[config.mk]
export PLATFORM = sky130hd
export DESIGN_NAME = mflg_ctrl
export DESIGN_NICKNAME = d
export VERILOG_FILES = /design/src/mflg_pkg.sv /design/src/mflg_ctrl.sv
export SDC_FILE = /design/constraint.sdc
export NUM_CORES = 1
export LEC_CHECK = 0
export BUFFER_PORTS_ARGS = -buffer_cell sky130_fd_sc_hd__buf_2
export CAP_MARGIN = 20
export CORE_MARGIN = 2
export CORE_UTILIZATION = 41
export CTS_CLUSTER_SIZE = 40
export DETAILED_ROUTE_END_ITERATION = 8
export GPL_TIMING_DRIVEN = 0
export PLACE_DENSITY_LB_ADDON = 0.2
export REMOVE_ABC_BUFFERS = 1
export SLEW_MARGIN = 20
export SYNTH_ARGS = -nofsm -noshare
export SYNTH_HDL_FRONTEND = slang
export SYNTH_SLANG_ARGS = --single-unit
[constraint.sdc]
create_clock -name clk -period 3.5 [get_ports clk]
set_clock_uncertainty 0.05 [all_clocks]
set_input_delay 0.175 -clock clk [delete_from_list [all_inputs] [get_ports clk]]
set_output_delay 0.175 -clock clk [all_outputs]
set_load 0.05 [all_outputs]
[src/mflg_pkg.sv]
package mflg_pkg;

  localparam int NODE_W  = 7;
  localparam int CAPIN_W = 20;
  localparam int FLOW_W  = 24;
  localparam int CIDX_W  = 2;

  localparam logic [FLOW_W-1:0] FLOW_CAP = 24'd10000000;

  localparam logic [CIDX_W-1:0] REG_NODE_COUNT = 2'd0;
  localparam logic [CIDX_W-1:0] REG_SOURCE     = 2'd1;
  localparam logic [CIDX_W-1:0] REG_SINK       = 2'd2;

  typedef enum logic [29:0] {
    S_CLR      = 30'h1 << 0,
    S_IDLE     = 30'h1 << 1,
    S_ADD_RD   = 30'h1 << 2,
    S_ADD_WR   = 30'h1 << 3,
    S_SOLVE    = 30'h1 << 4,
    S_BFS_INIT = 30'h1 << 5,
    S_BFS_POP  = 30'h1 << 6,
    S_BFS_U    = 30'h1 << 7,
    S_BFS_UL   = 30'h1 << 8,
    S_BFS_REQ  = 30'h1 << 9,
    S_BFS_CHK  = 30'h1 << 10,
    S_BFS_END  = 30'h1 << 11,
    S_P_CLR    = 30'h1 << 12,
    S_P_START  = 30'h1 << 13,
    S_P_TOP    = 30'h1 << 14,
    S_P_U      = 30'h1 << 15,
    S_P_ARC    = 30'h1 << 16,
    S_P_REQ    = 30'h1 << 17,
    S_P_CHK    = 30'h1 << 18,
    S_P_ADV    = 30'h1 << 19,
    S_P_END    = 30'h1 << 20,
    S_AUG_S    = 30'h1 << 21,
    S_AUG_A0   = 30'h1 << 22,
    S_AUG_CK   = 30'h1 << 23,
    S_AUG_B    = 30'h1 << 24,
    S_AUG_M    = 30'h1 << 25,
    S_AUG_W    = 30'h1 << 26,
    S_AUG_NX   = 30'h1 << 27,
    S_AUG_FIN  = 30'h1 << 28,
    S_EMIT     = 30'h1 << 29
  } state_t;

  typedef struct packed {
    state_t op;
    logic   load;
  } dp_cmd_t;

  typedef struct packed {
    logic st_same;
    logic st_ok;
    logic q_more;
    logic scan_last;
    logic t_reached;
    logic lim_hit;
    logic at_sink;
    logic v_end;
    logic hit;
    logic can_push;
    logic depth_zero;
    logic aug_end;
    logic pass;
    logic flow_more;
    logic clr_last;
  } dp_status_t;

endpackage

[src/mflg_ctrl.sv]
module mflg_ctrl import mflg_pkg::*; (
  input  logic       clk,
  input  logic       rst_n,
  input  logic       start,
  input  logic       func,
  input  dp_status_t status,
  output dp_cmd_t    cmd,
  output logic       busy
);

  state_t state_r;
  state_t state_nxt;

  always_comb begin
    state_nxt = state_r;
    unique case (state_r)
      S_CLR:      state_nxt = status.clr_last ? S_IDLE : S_CLR;
      S_IDLE: begin
        if (start) begin
          state_nxt = func ? S_SOLVE : S_ADD_RD;
        end
      end
      S_ADD_RD:   state_nxt = S_ADD_WR;
      S_ADD_WR:   state_nxt = S_IDLE;
      S_SOLVE:    state_nxt = (status.st_same || !status.st_ok) ? S_EMIT : S_BFS_INIT;
      S_BFS_INIT: state_nxt = S_BFS_POP;
      S_BFS_POP:  state_nxt = status.q_more ? S_BFS_U : S_BFS_END;
      S_BFS_U:    state_nxt = S_BFS_UL;
      S_BFS_UL:   state_nxt = S_BFS_REQ;
      S_BFS_REQ:  state_nxt = S_BFS_CHK;
      S_BFS_CHK:  state_nxt = status.scan_last ? S_BFS_POP : S_BFS_REQ;
      S_BFS_END:  state_nxt = status.t_reached ? S_P_CLR : S_EMIT;
      S_P_CLR:    state_nxt = status.scan_last ? S_P_START : S_P_CLR;
      S_P_START:  state_nxt = S_P_TOP;
      S_P_TOP:    state_nxt = status.lim_hit ? S_P_END : S_P_U;
      S_P_U:      state_nxt = status.at_sink ? S_AUG_S : S_P_ARC;
      S_P_ARC:    state_nxt = S_P_REQ;
      S_P_REQ:    state_nxt = status.v_end ? S_P_ADV : S_P_CHK;
      S_P_CHK:    state_nxt = status.hit ? S_P_ADV : S_P_REQ;
      S_P_ADV: begin
        if (!status.can_push && status.depth_zero) begin
          state_nxt = S_P_END;
        end else begin
          state_nxt = S_P_TOP;
        end
      end
      S_P_END:    state_nxt = status.flow_more ? S_BFS_INIT : S_EMIT;
      S_AUG_S:    state_nxt = S_AUG_A0;
      S_AUG_A0:   state_nxt = S_AUG_CK;
      S_AUG_CK: begin
        if (status.aug_end) begin
          state_nxt = status.pass ? S_AUG_FIN : S_AUG_S;
        end else begin
          state_nxt = S_AUG_B;
        end
      end
      S_AUG_B:    state_nxt = S_AUG_M;
      S_AUG_M:    state_nxt = status.pass ? S_AUG_W : S_AUG_NX;
      S_AUG_W:    state_nxt = S_AUG_NX;
      S_AUG_NX:   state_nxt = S_AUG_CK;
      S_AUG_FIN:  state_nxt = S_P_TOP;
      S_EMIT:     state_nxt = S_CLR;
      default:    state_nxt = S_CLR;
    endcase
  end

  always_ff @(posedge clk) begin
    if (!rst_n) begin
      state_r <= S_CLR;
    end else begin
      state_r <= state_nxt;
    end
  end

  assign busy     = (state_r != S_IDLE);
  assign cmd.op   = state_r;
  assign cmd.load = (state_r == S_IDLE) && start;

endmodule

==> metrics.yaml <==
wire_per_inst_um: 14.1
clock_latency_ns: 0.28
die_width_um: 68.4
regMostFlops: "state_r"
totalWireLength_um: 4400
timing.fmax_ghz: 0.360
cp-end-kind: "flop"
place.gp.congestion: 0.876
synth_top_area_share: 0.353
num_rows: 23
tightest_slew_ns: 0.968
nets: 279
viasPerCell: 5.53
layout_commonest_cell: "buf_2"
track_usage: 0.207
synth_area_leader_cell: "dfxtp_1"
slew_headroom: 0.350
leakage_nw: 0.928
numCtsBuffers: 5
yosys_warnings: 0
dp_hpwl_um: 3370
ys_types: 47
vias: 1720
fill_cells: 410
async_flop_share: 0
placed_area_mm2: 0.00197
cts_tree: "yes"
drive_above_1_share: 0.276
dp_cells: 301
peakVddDrop_uv: 247
cellPowerDensity_mw_per_mm2: 347
firstDrtPassIters: 6
slew_viol_final: 0
worstPathArrival_ns: 2.86
status: "completed"
cts_num_sinks: 30
portBuffers: 50
grt-ovfl-total: 0
cts_hold_buffers: 2
avgSynthCellArea_um2: 8.17
area_growth_pct: 22.6
final_cell_area_mm2: 0.00208
synthTopCellsByArea: "dfxtp_1 (35%), nor4_1 (5.9%), nor2_1 (4.9%), nor4_2 (4.4%), nand2_1 (4.2%)"
tns_ns: 0
post-route-period-util: 0.793
drc_errors: 0
synthesis.area_mm2: 0.00170
htree_num_levels: 2
grt_pass1_vias: 1560
clock_path_buffers: 2
fp.dieArea_mm2: 0.00468
rsz0062_at_grt: "false"
initial_core_util: 0.425
largest_reg_flops: 30
grt_max_degree: 17
grt_pass1_wl_um: 7110
hold_violations: 0
maxCapViolCount: 0
final_cell_mix: "buf_2 (50), dfxtp_1 (30), nor2_1 (22)"
hp-class: "in -> reg"
coreArea_mm2: 0.00400
clock-root-buffer: "clkbuf_8"
drt_iter0_drc: 83
fin_util: 0.521
period_needed_ns: 2.78
synth_ff_type: "dfxtp_1"
die_h_um: 68.4
ys_seq_area_frac: 0.353
reg_top3: "state_r (30)"
io_pins: 51
synth_edf_count: 0
netlist_instances: 208
ys_ff_latch: 30
final_cells: 311
antenna_cells: 0
setup_viol: 0
critPathLaunchType: "flop"
antenna_left: 0
grt_antenna_before_repair: 0
required_ns: 3.58
crit_type: "reg -> reg"
cts.clk_slew.worst_paths_ns: 0.07
hold_ws_ns: 0.0111
cts_setup_buffers: 0
worst-path-max-fanout: 12
cts_resized: 0
-- final cells by class --
type	count	area, µm²	area share
Clock buffer	7	86.3	0.0414
Multi-Input combinational cell	161	1020	0.490
Clock inverter	1	5.00	0.00240
Tap cell	50	62.6	0.0300
Sequential cell	30	601	0.288
Inverter	10	37.5	0.0180
Timing Repair Buffer	52	270	0.130
-- path summary, 6_finish.rpt --
check / startpoint / end / slack [ns] / depth (start not counted)
worst max register to register: state_r[21] / state_r[29] / 0.72 / 7
worst max-delay path: state_r[21] / state_r[29] / 0.72 / 7
worst min register to register: state_r[24] / state_r[25] / 0.50 / 2
worst min-delay path: status[8] / state_r[16] / 0.01 / 2
-- kinds of logic (layout without fill, tap and decap cells) --
group                  after synthesis  count (layout)  synth area share
AND/OR/NAND/NOR                    122             122             0.436
AO/OA/AOI/OAI                       30              30             0.117
flip-flops                          30              30             0.353
buffers and inverters               17              70            0.0457
XOR/XNOR                             8               8            0.0412
multiplexers                         1               1           0.00663
-- synth_stat cells, drive strengths merged, types with 2 or more instances --
library cell,number
o21ai,7
a32oi,2
nand4b,2
xor2,5
xnor2,3
nor3b,2
a211oi,2
nor3,10
nor2b,4
clkbuf,3
nand3,6
a21oi,8
inv,10
nand2,20
and3,3
or3,3
nand4,6
nand2b,4
nand3b,5
buf,4
nor2,22
nor4b,5
dfxtp,30
o21a,2
and2,3
o211ai,3
nor4,23
-- metrics by stage --
step,total power [mW],worst slack [ns]
final,0.723,0.723
after global routing,0.755,0.369
after CTS,0.729,0.630
after detailed placement,0.441,0.610
after global placement,0.440,0.661
after floorplan,0.410,0.951
-- critical path, stage by stage (launching register included) --
cell and delay, ns:
dfxtp_1 0.36, nor4_2 0.53, nand3_1 0.20, or2_4 0.30
nor2_1 0.21, inv_2 0.09, o21ai_1 0.75, nor2_1 0.13
-- routing by layer --
metal	wire length [µm]	up-vias	track usage
li1	-	875	-
met1	2060	784	0.276
met2	2020	52	0.318
met3	249	9	0.0592
met4	73	0	0.0750
met5	0	-	0
-- power by group --
group	internal [mW]	total [mW]	leakage (nW)	switching (mW)
clock	0.158	0.289	0.0482	0.131
combinational	0.0326	0.0855	0.638	0.0529
sequential	0.344	0.348	0.242	0.00435
Note: power is estimated with default switching activity, not from simulation.
